File: config.mk
export PLATFORM = sky130hd
export DESIGN_NAME = comment_whitespace_stripper_core
export DESIGN_NICKNAME = d
export VERILOG_FILES = /design/src/design/cws_pkg.sv /design/src/design/comment_whitespace_stripper_core.sv /design/src/design/cws_cfg.sv /design/src/design/cws_front.sv /design/src/design/cws_queue.sv /design/src/design/cws_back.sv
export SDC_FILE = /design/constraint.sdc
export NUM_CORES = 1
export LEC_CHECK = 0
export ABC_CLOCK_PERIOD_IN_PS = 4750
export BUFFER_PORTS_ARGS = -buffer_cell sky130_fd_sc_hd__buf_2
export CAP_MARGIN = 40
export CORE_AREA = 4 4 142 144
export CTS_CLUSTER_DIAMETER = 200
export CTS_CLUSTER_SIZE = 10
export DETAILED_ROUTE_END_ITERATION = 10
export DIE_AREA = 0 0 146 148
export PLACE_DENSITY_LB_ADDON = 0.3
export SYNTH_ARGS = -nofsm -noshare
export SYNTH_HDL_FRONTEND = slang
export SYNTH_SLANG_ARGS = --single-unit
File: constraint.sdc
create_clock -name clk -period 4.75 [get_ports clk]
set_input_delay 0.7125 -clock clk [delete_from_list [all_inputs] [get_ports clk]]
set_output_delay 0.7125 -clock clk [all_outputs]
set_load 0.01 [all_outputs]
File: src/design/cws_pkg.sv
// shared types, constants and helpers for the comment and whitespace stripper
package cws_pkg;

  localparam int unsigned CWS_SET_SLOTS   = 4;
  localparam int unsigned CWS_REG_W       = 32;
  localparam int unsigned CWS_MAX_SLOTS   = CWS_REG_W / 8;
  localparam int unsigned CWS_ADDR_W      = 4;
  localparam int unsigned CWS_QDEPTH      = 4;
  localparam int unsigned CWS_MAX_RESULTS = 4;

  localparam logic [CWS_REG_W-1:0] CWS_COMMENT_RST = 32'd9019;
  localparam logic [CWS_REG_W-1:0] CWS_QUOTE_RST   = 32'd8743;
  localparam logic [CWS_REG_W-1:0] CWS_KEEP_RST    = 32'd10;

  localparam logic [7:0] CWS_BACKSLASH = 8'h5C;
  localparam logic [7:0] CWS_SLASH     = 8'h2F;
  localparam logic [7:0] CWS_STAR      = 8'h2A;
  localparam logic [7:0] CWS_NEWLINE   = 8'h0A;
  localparam logic [7:0] CWS_SPACE     = 8'h20;

  typedef enum logic [1:0] {
    REG_COMMENT = 2'd0,
    REG_QUOTE   = 2'd1,
    REG_KEEP    = 2'd2,
    REG_NONE    = 2'd3
  } reg_idx_t;

  typedef struct packed {
    logic [CWS_REG_W-1:0] comment_bytes;
    logic [CWS_REG_W-1:0] quote_bytes;
    logic [CWS_REG_W-1:0] keep_space_bytes;
  } cfg_t;

  // classified work for the line stage: optional slash, optional byte, end flag
  typedef struct packed {
    logic       a_valid;
    logic       b_valid;
    logic [7:0] b_char;
    logic       last;
  } pkt_t;

  typedef struct packed {
    logic [7:0] data;
    logic       eot;
    logic       lor;
  } result_t;

  function automatic logic in_set(logic [CWS_REG_W-1:0] r, logic [7:0] b,
                                  int unsigned slots);
    logic hit;
    hit = 1'b0;
    for (int k = 0; k < CWS_MAX_SLOTS; k++) begin
      if (k < slots && r[8*k +: 8] != 8'd0 && r[8*k +: 8] == b) hit = 1'b1;
    end
    return hit;
  endfunction

endpackage

File: src/design/comment_whitespace_stripper_core.sv
// top level of the comment and whitespace stripper
// Text enters one byte per transfer on the in_ channel (in_valid, in_stall,
// in_byte, in_is_last); cleaned bytes leave on the out_ channel (out_valid,
// out_stall, out_byte, out_end_of_text, out_last_of_run). Each input byte
// causes zero to four results; out_last_of_run marks the final one, and the
// byte carrying in_is_last is followed by an end marker with
// out_end_of_text set. The scanner takes one byte per cycle into a
// four-entry packet queue; the line stage pops a packet when idle or as the
// prior one's last result moves out, and delivers one result per cycle
// from its result list through a registered output; throughput is one byte
// per cycle while each byte yields at most one result, otherwise the output
// port, at one result per cycle, sets the pace. A stalled receiver holds
// the output register, the queue fills and in_stall rises once it is full.
// Reset (rst_n low, synchronous) empties the queue, returns the scanner and
// line state to normal text and loads the register defaults.
// Registers sit on an apb-style port at byte addresses 0, 4 and 8.
module comment_whitespace_stripper_core #(
  parameter int unsigned SET_SLOTS = cws_pkg::CWS_SET_SLOTS
) (
  input  logic                           clk,
  input  logic                           rst_n,
  input  logic                           in_valid,
  output logic                           in_stall,
  input  logic [7:0]                     in_byte,
  input  logic                           in_is_last,
  output logic                           out_valid,
  input  logic                           out_stall,
  output logic [7:0]                     out_byte,
  output logic                           out_end_of_text,
  output logic                           out_last_of_run,
  input  logic                           psel,
  input  logic                           penable,
  input  logic                           pwrite,
  input  logic [cws_pkg::CWS_ADDR_W-1:0] paddr,
  input  logic [cws_pkg::CWS_REG_W-1:0]  pwdata,
  output logic [cws_pkg::CWS_REG_W-1:0]  prdata,
  output logic                           pready
);

  cws_pkg::cfg_t cfg;
  cws_pkg::pkt_t push_data, q_data;
  logic          push, q_full, q_valid, pop;

  cws_cfg u_cfg (
    .clk     (clk),
    .rst_n   (rst_n),
    .psel    (psel),
    .penable (penable),
    .pwrite  (pwrite),
    .paddr   (paddr),
    .pwdata  (pwdata),
    .prdata  (prdata),
    .pready  (pready),
    .cfg     (cfg)
  );

  cws_front #(
    .SET_SLOTS (SET_SLOTS)
  ) u_front (
    .clk        (clk),
    .rst_n      (rst_n),
    .in_valid   (in_valid),
    .in_byte    (in_byte),
    .in_is_last (in_is_last),
    .in_stall   (in_stall),
    .cfg        (cfg),
    .q_full     (q_full),
    .push       (push),
    .pkt        (push_data)
  );

  cws_queue u_queue (
    .clk       (clk),
    .rst_n     (rst_n),
    .push      (push),
    .push_data (push_data),
    .full      (q_full),
    .pop       (pop),
    .q_valid   (q_valid),
    .q_data    (q_data)
  );

  cws_back u_back (
    .clk             (clk),
    .rst_n           (rst_n),
    .q_valid         (q_valid),
    .q_data          (q_data),
    .pop             (pop),
    .out_valid       (out_valid),
    .out_stall       (out_stall),
    .out_byte        (out_byte),
    .out_end_of_text (out_end_of_text),
    .out_last_of_run (out_last_of_run)
  );

endmodule

File: src/design/cws_cfg.sv
// configuration registers behind the apb-style port
module cws_cfg (
  input  logic                                clk,
  input  logic                                rst_n,
  input  logic                                psel,
  input  logic                                penable,
  input  logic                                pwrite,
  input  logic [cws_pkg::CWS_ADDR_W-1:0]      paddr,
  input  logic [cws_pkg::CWS_REG_W-1:0]       pwdata,
  output logic [cws_pkg::CWS_REG_W-1:0]       prdata,
  output logic                                pready,
  output cws_pkg::cfg_t                       cfg
);

  cws_pkg::cfg_t    cfg_r;
  cws_pkg::reg_idx_t idx;
  logic             wr_en;

  assign idx    = cws_pkg::reg_idx_t'(paddr[3:2]);
  assign wr_en  = psel && penable && pwrite;
  assign pready = 1'b1;
  assign cfg    = cfg_r;

  always_ff @(posedge clk) begin
    if (!rst_n) begin
      cfg_r.comment_bytes    <= cws_pkg::CWS_COMMENT_RST;
      cfg_r.quote_bytes      <= cws_pkg::CWS_QUOTE_RST;
      cfg_r.keep_space_bytes <= cws_pkg::CWS_KEEP_RST;
    end else if (wr_en) begin
      unique case (idx)
        cws_pkg::REG_COMMENT: cfg_r.comment_bytes    <= pwdata;
        cws_pkg::REG_QUOTE:   cfg_r.quote_bytes      <= pwdata;
        cws_pkg::REG_KEEP:    cfg_r.keep_space_bytes <= pwdata;
        default: ;
      endcase
    end
  end

  always_comb begin
    unique case (idx)
      cws_pkg::REG_COMMENT: prdata = cfg_r.comment_bytes;
      cws_pkg::REG_QUOTE:   prdata = cfg_r.quote_bytes;
      cws_pkg::REG_KEEP:    prdata = cfg_r.keep_space_bytes;
      default:              prdata = '0;
    endcase
  end

endmodule

File: src/design/cws_front.sv
// front scanner: accepts bytes, tracks quotes and comments, emits packets
module cws_front #(
  parameter int unsigned SET_SLOTS = cws_pkg::CWS_SET_SLOTS
) (
  input  logic          clk,
  input  logic          rst_n,
  input  logic          in_valid,
  input  logic [7:0]    in_byte,
  input  logic          in_is_last,
  output logic          in_stall,
  input  cws_pkg::cfg_t cfg,
  input  logic          q_full,
  output logic          push,
  output cws_pkg::pkt_t pkt
);

  typedef enum logic [2:0] {
    NORMAL     = 3'd0,
    QUOTE      = 3'd1,
    LINE       = 3'd2,
    BLOCK      = 3'd3,
    BLOCK_STAR = 3'd4
  } mode_t;

  mode_t      mode_r, mode_nxt;
  logic [7:0] open_quote_r, open_quote_nxt;
  logic       prior_bs_r, prior_bs_nxt;
  logic       held_slash_r, held_slash_nxt;

  logic fire;
  logic nb_emit, nb_quote, nb_line, nb_slash;
  logic use_nb;

  assign in_stall = q_full;
  assign fire     = in_valid && !in_stall;
  assign push     = fire && (pkt.a_valid || pkt.b_valid || pkt.last);

  // classification of a byte in normal text
  always_comb begin
    nb_emit  = 1'b0;
    nb_quote = 1'b0;
    nb_line  = 1'b0;
    nb_slash = 1'b0;
    if ((in_byte >= 8'h41 && in_byte <= 8'h5A) || (in_byte >= 8'h30 && in_byte <= 8'h39)) begin
      nb_emit = 1'b1;
    end else if (cws_pkg::in_set(cfg.quote_bytes, in_byte, SET_SLOTS)) begin
      nb_emit  = 1'b1;
      nb_quote = 1'b1;
    end else if (cws_pkg::in_set(cfg.comment_bytes, in_byte, SET_SLOTS)) begin
      if (in_byte == cws_pkg::CWS_NEWLINE) nb_emit = 1'b1;
      else nb_line = 1'b1;
    end else if (in_byte == cws_pkg::CWS_SLASH) begin
      nb_slash = 1'b1;
    end else if (in_byte > cws_pkg::CWS_SPACE ||
                 cws_pkg::in_set(cfg.keep_space_bytes, in_byte, SET_SLOTS)) begin
      nb_emit = 1'b1;
    end
  end

  always_comb begin
    mode_nxt       = mode_r;
    open_quote_nxt = open_quote_r;
    prior_bs_nxt   = prior_bs_r;
    held_slash_nxt = held_slash_r;
    use_nb         = 1'b0;
    pkt.a_valid    = 1'b0;
    pkt.b_valid    = 1'b0;
    pkt.b_char     = in_byte;
    pkt.last       = in_is_last;

    unique case (mode_r)
      NORMAL: begin
        if (held_slash_r) begin
          held_slash_nxt = 1'b0;
          if (in_byte == cws_pkg::CWS_SLASH) begin
            mode_nxt = LINE;
          end else if (in_byte == cws_pkg::CWS_STAR) begin
            mode_nxt = BLOCK;
          end else begin
            pkt.a_valid = 1'b1;
            use_nb      = 1'b1;
          end
        end else begin
          use_nb = 1'b1;
        end
      end
      QUOTE: begin
        pkt.b_valid = 1'b1;
        if (in_byte == open_quote_r && !prior_bs_r) begin
          mode_nxt     = NORMAL;
          prior_bs_nxt = 1'b0;
        end else begin
          prior_bs_nxt = (in_byte == cws_pkg::CWS_BACKSLASH);
        end
      end
      LINE: begin
        if (in_byte == cws_pkg::CWS_NEWLINE) begin
          pkt.b_valid = 1'b1;
          mode_nxt    = NORMAL;
        end
      end
      BLOCK: begin
        if (in_byte == cws_pkg::CWS_STAR) mode_nxt = BLOCK_STAR;
      end
      BLOCK_STAR: begin
        if (in_byte == cws_pkg::CWS_SLASH) mode_nxt = NORMAL;
        else if (in_byte != cws_pkg::CWS_STAR) mode_nxt = BLOCK;
      end
      default: mode_nxt = NORMAL;
    endcase

    if (use_nb) begin
      pkt.b_valid    = nb_emit;
      held_slash_nxt = nb_slash;
      if (nb_quote) begin
        open_quote_nxt = in_byte;
        prior_bs_nxt   = (in_byte == cws_pkg::CWS_BACKSLASH);
        mode_nxt       = QUOTE;
      end
      if (nb_line) mode_nxt = LINE;
    end

    if (in_is_last) begin
      // flush a pending slash at end of text
      if (held_slash_nxt && mode_nxt == NORMAL) begin
        pkt.b_valid = 1'b1;
        pkt.b_char  = cws_pkg::CWS_SLASH;
      end
      mode_nxt       = NORMAL;
      open_quote_nxt = 8'd0;
      prior_bs_nxt   = 1'b0;
      held_slash_nxt = 1'b0;
    end
  end

  always_ff @(posedge clk) begin
    if (!rst_n) begin
      mode_r       <= NORMAL;
      open_quote_r <= 8'd0;
      prior_bs_r   <= 1'b0;
      held_slash_r <= 1'b0;
    end else if (fire) begin
      mode_r       <= mode_nxt;
      open_quote_r <= open_quote_nxt;
      prior_bs_r   <= prior_bs_nxt;
      held_slash_r <= held_slash_nxt;
    end
  end

  a_slash_only_normal: assert property (@(posedge clk) disable iff (!rst_n)
    held_slash_r |-> mode_r == NORMAL)
    else $error("held slash outside normal text");

  a_last_clears: assert property (@(posedge clk) disable iff (!rst_n)
    (fire && in_is_last) |=> (mode_r == NORMAL && !held_slash_r && !prior_bs_r))
    else $error("scanner state not cleared after end of text");

endmodule

File: src/design/cws_queue.sv
// short packet queue between scanner and line stage
module cws_queue (
  input  logic          clk,
  input  logic          rst_n,
  input  logic          push,
  input  cws_pkg::pkt_t push_data,
  output logic          full,
  input  logic          pop,
  output logic          q_valid,
  output cws_pkg::pkt_t q_data
);

  localparam int unsigned PTR_W = $clog2(cws_pkg::CWS_QDEPTH);
  localparam int unsigned CNT_W = PTR_W + 1;

  cws_pkg::pkt_t    slot_r [cws_pkg::CWS_QDEPTH];
  logic [PTR_W-1:0] wr_ptr_r, rd_ptr_r;
  logic [CNT_W-1:0] count_r;
  logic             do_pop;

  assign full    = (count_r == CNT_W'(cws_pkg::CWS_QDEPTH));
  assign q_valid = (count_r != '0);
  assign q_data  = slot_r[rd_ptr_r];
  assign do_pop  = pop && q_valid;

  always_ff @(posedge clk) begin
    if (push) slot_r[wr_ptr_r] <= push_data;
  end

  always_ff @(posedge clk) begin
    if (!rst_n) begin
      wr_ptr_r <= '0;
      rd_ptr_r <= '0;
      count_r  <= '0;
    end else begin
      if (push) wr_ptr_r <= wr_ptr_r + PTR_W'(1);
      if (do_pop) rd_ptr_r <= rd_ptr_r + PTR_W'(1);
      if (push && !do_pop) count_r <= count_r + CNT_W'(1);
      else if (do_pop && !push) count_r <= count_r - CNT_W'(1);
    end
  end

  a_count_bound: assert property (@(posedge clk) disable iff (!rst_n)
    count_r <= CNT_W'(cws_pkg::CWS_QDEPTH))
    else $error("queue count beyond depth");

  a_no_overflow: assert property (@(posedge clk) disable iff (!rst_n)
    !(push && full))
    else $error("push into full queue");

endmodule

File: src/design/cws_back.sv
// line stage: drops empty lines and trailing newline, serializes results
module cws_back (
  input  logic          clk,
  input  logic          rst_n,
  input  logic          q_valid,
  input  cws_pkg::pkt_t q_data,
  output logic          pop,
  output logic          out_valid,
  input  logic          out_stall,
  output logic [7:0]    out_byte,
  output logic          out_end_of_text,
  output logic          out_last_of_run
);

  localparam int unsigned CNT_W = $clog2(cws_pkg::CWS_MAX_RESULTS) + 1;
  localparam int unsigned IDX_W = $clog2(cws_pkg::CWS_MAX_RESULTS);

  cws_pkg::result_t [cws_pkg::CWS_MAX_RESULTS-1:0] list_r, ent;
  logic [CNT_W-1:0] cnt_r, n;
  logic             nl_held_r, nl_held_nxt;
  logic             nonempty_r, nonempty_nxt;
  cws_pkg::result_t out_r;
  logic             out_valid_r;
  logic             out_load, move;

  assign out_load = !out_valid_r || !out_stall;
  assign move     = (cnt_r != '0) && out_load;
  assign pop      = q_valid && ((cnt_r == '0) || (cnt_r == CNT_W'(1) && move));

  assign out_valid       = out_valid_r;
  assign out_byte        = out_r.data;
  assign out_end_of_text = out_r.eot;
  assign out_last_of_run = out_r.lor;

  // expand one packet into its results
  always_comb begin
    ent          = '0;
    n            = '0;
    nl_held_nxt  = nl_held_r;
    nonempty_nxt = nonempty_r;
    if (q_data.a_valid) begin
      if (nl_held_nxt) begin
        ent[n[IDX_W-1:0]].data = cws_pkg::CWS_NEWLINE;
        n = n + CNT_W'(1);
      end
      ent[n[IDX_W-1:0]].data = cws_pkg::CWS_SLASH;
      n = n + CNT_W'(1);
      nl_held_nxt  = 1'b0;
      nonempty_nxt = 1'b1;
    end
    if (q_data.b_valid) begin
      if (q_data.b_char == cws_pkg::CWS_NEWLINE) begin
        if (nonempty_nxt) begin
          nl_held_nxt  = 1'b1;
          nonempty_nxt = 1'b0;
        end
      end else begin
        if (nl_held_nxt) begin
          ent[n[IDX_W-1:0]].data = cws_pkg::CWS_NEWLINE;
          n = n + CNT_W'(1);
        end
        ent[n[IDX_W-1:0]].data = q_data.b_char;
        n = n + CNT_W'(1);
        nl_held_nxt  = 1'b0;
        nonempty_nxt = 1'b1;
      end
    end
    if (q_data.last) begin
      ent[n[IDX_W-1:0]].eot = 1'b1;
      n = n + CNT_W'(1);
      nl_held_nxt  = 1'b0;
      nonempty_nxt = 1'b0;
    end
    if (n != '0) ent[n[IDX_W-1:0] - IDX_W'(1)].lor = 1'b1;
  end

  always_ff @(posedge clk) begin
    if (!rst_n) begin
      cnt_r       <= '0;
      nl_held_r   <= 1'b0;
      nonempty_r  <= 1'b0;
      out_valid_r <= 1'b0;
    end else begin
      if (pop) begin
        cnt_r      <= n;
        nl_held_r  <= nl_held_nxt;
        nonempty_r <= nonempty_nxt;
      end else if (move) begin
        cnt_r <= cnt_r - CNT_W'(1);
      end
      if (out_load) out_valid_r <= move;
    end
  end

  always_ff @(posedge clk) begin
    if (pop) list_r <= ent;
    else if (move) list_r <= {{$bits(cws_pkg::result_t){1'b0}},
                              list_r[cws_pkg::CWS_MAX_RESULTS-1:1]};
    if (move) out_r <= list_r[0];
  end

  a_cnt_bound: assert property (@(posedge clk) disable iff (!rst_n)
    cnt_r <= CNT_W'(cws_pkg::CWS_MAX_RESULTS))
    else $error("result count beyond limit");

  a_eot_is_last: assert property (@(posedge clk) disable iff (!rst_n)
    (out_valid_r && out_r.eot) |-> out_r.lor)
    else $error("end marker not last of run");

endmodule

==> results by stage, run 1 <==
Clock network:
- In this run, CTS created clock tree buffers numbering 25.
- Clock tree synthesis selected as its root buffer the cell clkbuf_16.
- The clock insertion delay at the later pin of the skew report is 530 ps.
- The post-CTS setup buffer count is 0.
- The number of gates resized after CTS was 0.
- The number of buffers between clock root and the deepest sink is 3.
- In this run the number of H-tree levels came out at 1.
- The clock transition time at the flip-flop clock pins of the worst setup and hold paths is 50 ps.
- The count of hold buffers inserted by post-cts repair is 0.
- The clock net in this run drives a total of 218 sinks.
- TritonCTS built the clock tree.

Floorplanning:
- The die outline width is around 150 microns.
- The initial standard-cell utilization of the core is 0.5934.
- Row generation in the floorplan step produced 50 rows.
- For this design the top-level I/O count stands at 97.
- The area of the die is 21,610 sq um.
- The core footprint is 18,710 sq um.
- Measured along the y axis, the die boundary spans 148 microns.

Yosys:
- The number of synthesized register bits is between 200 and 250.
- The count of cell types in the netlist is ~60.
- The simple logic cell fraction of the synthesized area is 0.1853.
- Synthesis produced a netlist whose cell count is roughly 1,200.
- In this run, synthesis inferred 94 flip-flops with an integrated enable.
- The compound-gate portion of the synthesized area is 0.1410.
- The flip-flop cell with the highest count after synthesis is dfxtp_1.
- The mux share of post-synthesis cell area is 0.05760.
- The Yosys warning count is 0.
- The sequential fraction of the synthesis area is 0.4780.
- The average footprint of a synthesized cell is around 9.5 sq um.
- Of all flip-flops after synthesis, the portion carrying an async set or reset was 0.
- After synthesis, the largest family of logic cells by area is simple AND/OR/NAND/NOR gates.
- The area share of xor/xnor cells in the synthesized design is 0.08049.
- The total standard cell area after synthesis is 11,100 sq um.
- The number of nets in the synthesized netlist is 1,237.
- The adder-cell share of the synthesized area is 0.02209.

Power and ir drop:
- Across the VDD grid, the largest voltage drop is 0.3229 mV.
- Of the total power, combinational logic draws 0.242.
- The internal power is 3.909 mW.
- The share of total power dissipated in the clock network is 0.305.
- Of the total power, registers draw 0.453.
- Dividing total power by cell area gives a power density of 450.0 nW/um^2.
- Summed over all cells, the static leakage comes to 4.755 nW.
- The switching part of the total is 0.3026.
- In this run the power spent charging and discharging nets is approximately 1.7 mW.
- The completed layout was analyzed and its total power is 5.605 mW.

GRT:
- The number of global-route vias before repair is between 8,000 and 9,000.
- The total routing usage reported by global routing is 0.2520.
- The total overflow reported by the global router is 0.
- The global-route wire length before repair is 44,910 microns.
- The number of antenna violations at the first check in global routing is 0.
- The pin count of the biggest net entering global routing is 104.

STA:
- The routed design could run at a clock period as short as 3880 ps.
- The final setup TNS is 0 ps.
- The slew at the pin closest to its max-slew limit is 857.1 ps.
- The maximum frequency from static timing analysis is 0.2577 GHz.
- Dividing the final minimum period by the clock period gives 0.8169.
- The worst pin sits at a relative slew slack of 0.4242.
- Setup repair after global routing left no endpoint under its margin.
- The final max-slew violation count is 0.
- The number of hold violations in the final report came to 0.
- The worst clock skew is 9.955 ps.
- Setup violations remaining at the end of the flow were counted as 0.

Detailed routing:
- The remaining routing DRC violations is 0.
- The first detailed-routing pass ran for 5 iterations.
- The antenna violation net count after detailed routing is 0.
- The number of DRC violations after detailed-routing iteration 0 is 598.
- The vias after detailed routing is between 8,000 and 9,000.
- The total wire length after detailed routing is 27,560 microns.
- The routed wirelength normalized by instance count is 18.64 microns.
- Dividing the detail-routed via count by the number of cells gives 5.947.

Critical path:
- The data arrival time of the critical path is 4310 ps.
- STA classifies the critical path startpoint as a primary input.
- The type of the setup path with the least slack is in2reg.
- At the worst endpoint, the required time is 5180 ps.
- The worst setup path is captured at a register.
- Along the worst path, the maximum fanout reaches 19.

Worst hold path:
- The path category of the worst min-delay check is reg2reg.

Placement:
- Buffers placed on the I/O ports in this run total 93.
- Once detailed placement completed, the half-perimeter wirelength came to 18,310 microns.
- The placer congestion estimate is 0.8890.

Final layout:
- The filler cells instantiated in the layout total 1,455.
- Leaving out fill and tap cells, the most frequent cells in the layout are nand2_1, dfxtp_1, edfxtp_1.
- The repair_antennas step left the layout with diodes totalling 0.
- The library cell used most frequently in the layout, excluding fill and tap cells, is nand2_1.
- Of the cells placed in the final design, the portion with a size suffix greater than 1 is 0.1301.
- The final layout contains 1,304 nets.
- From synthesis to final layout, the design area changed by 12.22%.

Run:
- Across the run, the number of max-cap violations was 0.

Run status:
- The run finished with clean final reports.
-- critical path, stage by stage --
cell and delay, ps:
buf_2 500, xor2_1 130, a2111oi_0 400, o211ai_1 160, and4_1 300, or2b_1 250, a31o_2 270, a31oi_2 170
ha_1 220, inv_1 60, fa_1 380, xor2_1 180, or3_1 310, a21boi_0 240
-- power by group through the flow --
stage / registers (mW) / logic [mW] / clock network (mW)
floorplan: 2.57 / 0.935 / 0
global placement: 2.57 / 1.29 / 0
detailed placement: 2.58 / 1.36 / 0
CTS: 2.54 / 1.36 / 1.74
global route: 2.57 / 1.51 / 1.81
finish: 2.54 / 1.36 / 1.71
-- kinds of logic after synthesis --
group,after synthesis
muxes,50
AOI/OAI and AO/OA,235
adders and majority gates,19
DFF,218
buffers and inverters,94
and+or+nand+nor,447
other,1
xor gates and xnor gates,102
-- cells in the mapped netlist, drive strengths merged (2+ instances only) --
| cell type | count | area share |
|---|---|---|
| dfxtp | 124 | 0.22 |
| a211oi | 5 | 0.0034 |
| ha | 18 | 0.020 |
| xor2 | 79 | 0.062 |
| xnor2 | 23 | 0.018 |
| and3 | 3 | 0.0017 |
| a21o | 2 | 0.0014 |
| nand3b | 2 | 0.0014 |
| o2111ai | 2 | 0.0016 |
| nor4b | 4 | 0.0043 |
| clkbuf | 53 | 0.018 |
| a31oi | 3 | 0.0023 |
| o211ai | 7 | 0.0047 |
| a2111oi | 7 | 0.0055 |
| buf | 22 | 0.011 |
| edfxtp | 94 | 0.25 |
| nand4 | 10 | 0.0056 |
| or2 | 2 | 0.0011 |
| o21ai | 64 | 0.029 |
| nor2b | 19 | 0.011 |
| a22oi | 9 | 0.0061 |
| and3b | 2 | 0.0016 |
| a21oi | 31 | 0.014 |
| mux2i | 38 | 0.034 |
| inv | 19 | 0.0064 |
| nand2b | 6 | 0.0034 |
| nor2 | 17 | 0.0057 |
| nor3 | 18 | 0.0081 |
| nand2 | 278 | 0.094 |
| nand3 | 22 | 0.0099 |
| and2 | 24 | 0.014 |
| a22o | 11 | 0.0087 |
| or3 | 2 | 0.0011 |
| nor3b | 3 | 0.0020 |
| nor4 | 29 | 0.016 |
| mux4 | 11 | 0.022 |
| a21boi | 86 | 0.058 |
| or4 | 2 | 0.0014 |
-- area by class of cell --
class	count	area, sq um	area share
well taps	234	292.8	0.02351
flip-flops and latches	218	5305	0.4259
clock buffers	38	684.4	0.05495
repair buffers	115	663.1	0.05324
clock inverters	1	20.02	0.001607
inverters	19	71.32	0.005726
multi-input cells	854	5419	0.4351
-- worst paths after layout --
kind	from	end	slack, ps	cells past startpoint
setup / recovery	in_byte[7]	u_queue.count_r[2]$_SDFFE_PN0P_	870	14
hold / removal	u_back.list_r[0]$_DFFE_PP_	u_back.out_last_of_run$_DFFE_PP_	420	0
setup reg to reg	register	u_back.list_r[0]$_DFFE_PP_	1090	10
hold reg to reg	u_back.list_r[0]$_DFFE_PP_	u_back.out_last_of_run$_DFFE_PP_	420	0
-- state kept, by name, summed over array words and instances (netlist names), 2 cells and up, named ones only --
signal                cells
u_back.out_byte           8
u_queue.rd_ptr_r          2
u_front.open_quote_r      8
u_back.cnt_r              3
u_front.mode_r            3
u_queue.wr_ptr_r          2
u_back.list_r            40
u_queue.slot_r           44
u_cfg.cfg                96
u_queue.count_r           3
-- routing by layer --
metal | vias to the layer above | GRT usage | routed length (microns)
met1 | 4238 | 0.3207 | 11420
li1 | 4198 | - | -
met4 | 0 | 0.09595 | 859
met2 | 300 | 0.4434 | 13860
met3 | 59 | 0.03004 | 1416
met5 | - | 0 | 0
-- per-stage QoR --
| step | utilization | setup slack [ps] | instance area (sq um) | hold WS, ps | instances |
|---|---|---|---|---|---|
| global placement | 0.6257 | 546.5 | 11700 | 401.7 | 1438 |
| CTS | 0.6659 | 903.0 | 12460 | 420.1 | 1479 |
| global route | 0.6659 | 619.7 | 12460 | 427.2 | 1479 |
| floorplan | - | 991.6 | 11100 | 400.3 | 1166 |
| detailed placement | 0.6282 | 377.6 | 11750 | 407.4 | 1440 |
| finish | 0.6659 | 869.8 | 12460 | 416.6 | 1479 |
(Power assumes the default switching activity.)
==> run 2, diff against run 1 <==
--- a/config.mk
+++ b/config.mk
@@ -5,14 +5,14 @@
 export SDC_FILE = /design/constraint.sdc
 export NUM_CORES = 1
 export LEC_CHECK = 0
-export ABC_CLOCK_PERIOD_IN_PS = 4750
+export ABC_CLOCK_PERIOD_IN_PS = 3200
 export BUFFER_PORTS_ARGS = -buffer_cell sky130_fd_sc_hd__buf_2
 export CAP_MARGIN = 40
-export CORE_AREA = 4 4 142 144
+export CORE_AREA = 4 4 149 151
 export CTS_CLUSTER_DIAMETER = 200
 export CTS_CLUSTER_SIZE = 10
 export DETAILED_ROUTE_END_ITERATION = 10
-export DIE_AREA = 0 0 146 148
+export DIE_AREA = 0 0 153 155
 export PLACE_DENSITY_LB_ADDON = 0.3
 export SYNTH_ARGS = -nofsm -noshare
 export SYNTH_HDL_FRONTEND = slang
==> constraint.sdc (replaced) <==
create_clock -name clk -period 3.2 [get_ports clk]
set_input_delay 0.48 -clock clk [delete_from_list [all_inputs] [get_ports clk]]
set_output_delay 0.48 -clock clk [all_outputs]
set_load 0.01 [all_outputs]
==> run 2 against run 1 <==
Effect of this change: die area increased by 9.8%; count of clock-buffer cells in the layout increased by 1; utilization down 2.5 points; non-clock buffer count grew 86; hold slack got worse by 220 ps; first-iteration DRC count is 13% lower; critical path depth is 1 lower; total power rose by 53%; global-route usage decreased by 1.2 points; register-to-register slack worse by 1100 ps; largest cell class unchanged.
==> results by stage, run 2 (synthesis gave the netlist of run 1 again) <==
Clock network:
- The maximum level of the CTS H-tree is 1 (unchanged).
- The number of buffers created by CTS is 25 (unchanged).
- The number of buffers between clock root and the deepest sink is 3 (unchanged).
- The count of hold buffers inserted by post-cts repair was 0 (unchanged).
- The number of clock sinks is 218 (unchanged).
- The clock insertion delay at the later pin of the skew report is 540 ps (about the same).
- The clock root buffer master is clkbuf_16.
- TritonCTS built the clock tree.
- The clock transition time at the flip-flop clock pins of the worst setup and hold paths is 60 ps (about the same).

Final layout:
- Leaving out fill and tap cells, the most frequent cells in the layout are nand2_1, dfxtp_1, buf_4.
- The growth of design area from synthesis to finish is 20.20%.
- The library cell used most frequently in the layout, excluding fill and tap cells, is nand2_1.
- The final antenna diode count is 0 (unchanged).
- The fraction of layout instances using a drive strength above 1 is 0.1989 (+0.06883).
- The flip-flop count of the largest register after layout is 96 (unchanged).
- The net count reported at finish is 1,390 (+6.6%).
- The number of standard cells in the final layout excluding fillers came to 1,607 (+8.7%).

Critical path:
- The most frequent cell on the critical path is xor2_1.
- The critical path startpoint category is a register.
- The worst register-to-register path begins at u_cfg.cfg[66]$_SDFFE_PN0P_.
- The maximum single-stage delay on the critical path is 340 ps (-160 ps).
- The critical path goes through xor2_1 > nor4_2 > o2111ai_2 > and4_4 > or2b_1 > a31o_4 > a31oi_4 > ha_2 > inv_2 > fa_2 > xor2_1 > or3_1 > a21boi_2.
- The worst setup path is of the reg2reg kind.
- The source of the critical timing path is u_cfg.cfg[66]$_SDFFE_PN0P_.
- The maximum fanout count along the critical path is 3 (-16).
- The data required time of the worst path is 3660 ps (-1520 ps).
- The data arrival time of the critical path is 3640 ps (-670 ps).
- The critical path capture point type is a register.
- The cell with the biggest individual delay on the critical path is dfxtp_1.

Floorplanning:
- The number of rows created at floorplan was 53 (+6.0%).
- The core footprint is 20,820 sq um (+11%).
- The vertical extent of the die is 155 microns (+4.7%).
- The die outline width is 153 microns (+4.8%).
- The count of pins on the block boundary is 97 (unchanged).
- The initial standard-cell utilization of the core was 0.5330 (-0.06033).
- The area of the die came to 23,720 sq um (+9.8%).

Detailed routing:
- The per-cell via count in the routed design was 5.664 (-4.8%).
- The vias after detailed routing is 9,102 (+3.5%).
- The remaining routing DRC violations is 0 (unchanged).
- The routed wirelength normalized by instance count was 17.95 microns (-3.7%).
- The antenna violation net count after detailed routing came to 0 (unchanged).
- The number of DRC violations after detailed-routing iteration 0 came to 520 (-13%).
- The number of iterations in the first detailed-routing pass was 5 (unchanged).
- The total wire length after detailed routing is 28,850 microns (+4.7%).

STA:
- The worst relative slew slack is 0.4104 (-0.01376).
- The final max-slew violation count was 0 (unchanged).
- For the finished layout, the period the worst path requires is 3185 ps.
- The fraction of the cycle the final worst path needs is 0.9953.
- Static timing analysis puts the maximum clock frequency at 0.3140 GHz.
- Setup repair after global routing could not meet its margin everywhere.
- The worst clock skew came to 26.30 ps (+16.34 ps).
- The count of endpoints failing setup in the final report is 0 (unchanged).
- The final setup TNS came to 0 ps (unchanged).
- The number of hold violations in the final report was 0 (unchanged).
- The slew at the pin closest to its max-slew limit came to 877.6 ps (+20.48 ps).

Placement:
- The estimated wirelength of the detail-placed design is 20,160 microns (+10%).
- The placer congestion estimate is 0.9003 (+1.3%).
- The number of placed cells counting well taps is 1,566 (+8.8%).
- The count of buffers inserted at the top-level ports is 93 (unchanged).

GRT:
- The total overflow reported by the global router is 0 (unchanged).
- The number of global-route vias before repair is 9,346 (+6.0%).
- The global-route wire length before repair was 47,130 microns (+4.9%).
- The total routing usage reported by global routing is 0.2399 (-0.01217).
- The pin count of the biggest net entering global routing was 62 (-40%).
- The number of antenna violations at the first check in global routing is 0 (unchanged).

Worst hold path:
- The path category of the worst min-delay check is in2reg.
- In this run the most critical hold path is launched from pwdata[2].

Run:
- The number of max-cap violations is 0 (unchanged).

Power and ir drop:
- The peak ir drop on the vdd network is 0.3623 mV (+12%).
- The static leakage is 5.218 nW (+9.7%).
- The power density of the placed cells is 643.2 nW/um^2 (+43%).

Run status:
- The run finished with clean final reports.
-- run 2: layout make-up --
cell class,count,area (sq um)
clock inverter,1,20.02
fill,1702,7481
inverter,19,71.32
sequential,218,5309
clock buffer,39,688.2
multi-input combinational,854,5508
timing repair buffer,201,1401
tap,275,344.1
-- run 2: path summary, 6_finish.rpt --
path,cells after the start,slack [ps],end
setup / recovery,13,10,u_queue.count_r[2]$_SDFFE_PN0P_
setup reg to reg,13,10,u_queue.count_r[2]$_SDFFE_PN0P_
hold reg to reg,0,420,u_back.out_byte[2]$_DFFE_PP_
hold / removal,3,200,u_cfg.cfg[34]$_SDFFE_PN1P_
-- run 2: critical path, delay by kind of cell (launching register included) --
| kind | cells | cell delay (ps) |
|---|---|---|
| simple gates | 4 | 1080 |
| compound gates | 4 | 750 |
| fa+ha+maj | 2 | 550 |
| flops | 1 | 340 |
| xor+xnor | 2 | 340 |
| buf+inv | 1 | 40 |
-- run 2: metrics by stage --
step                      cell area (sq um)  total power, mW    util  setup WS [ps]  hold WS, ps
after floorplan                       11200            5.221       -         -83.14        400.3
after global placement                12560            5.944  0.6034         -342.2        401.7
after detailed placement              12560            6.042  0.6034         -467.7        407.4
after CTS                             13290            8.626  0.6380          11.35        182.9
after global routing                  13340            9.047  0.6407         -110.0        201.3
final                                 13340            8.581  0.6407          14.98        196.1
-- run 2: report_power, final --
| part | total [mW] | internal (mW) | switching (mW) |
|---|---|---|---|
| clock network | 2.56 | 1.47 | 1.10 |
| registers | 3.74 | 3.58 | 0.164 |
| logic | 2.27 | 0.941 | 1.33 |
-- run 2: layer usage --
layer | vias to the layer above | share of wire | GRT usage | wire length, microns
met5 | - | 0 | 0 | 0
met4 | 0 | 0.034 | 0.09885 | 987
met3 | 85 | 0.058 | 0.03004 | 1667
met2 | 329 | 0.50 | 0.4289 | 14390
met1 | 4305 | 0.41 | 0.2948 | 11800
li1 | 4383 | - | - | -
-- run 2: what timing repair did --
item                                    CTS  global route
resized for setup                         1            15
endpoints found under the setup margin    1             7
setup buffers                             1             0
pin swaps                                 7             3
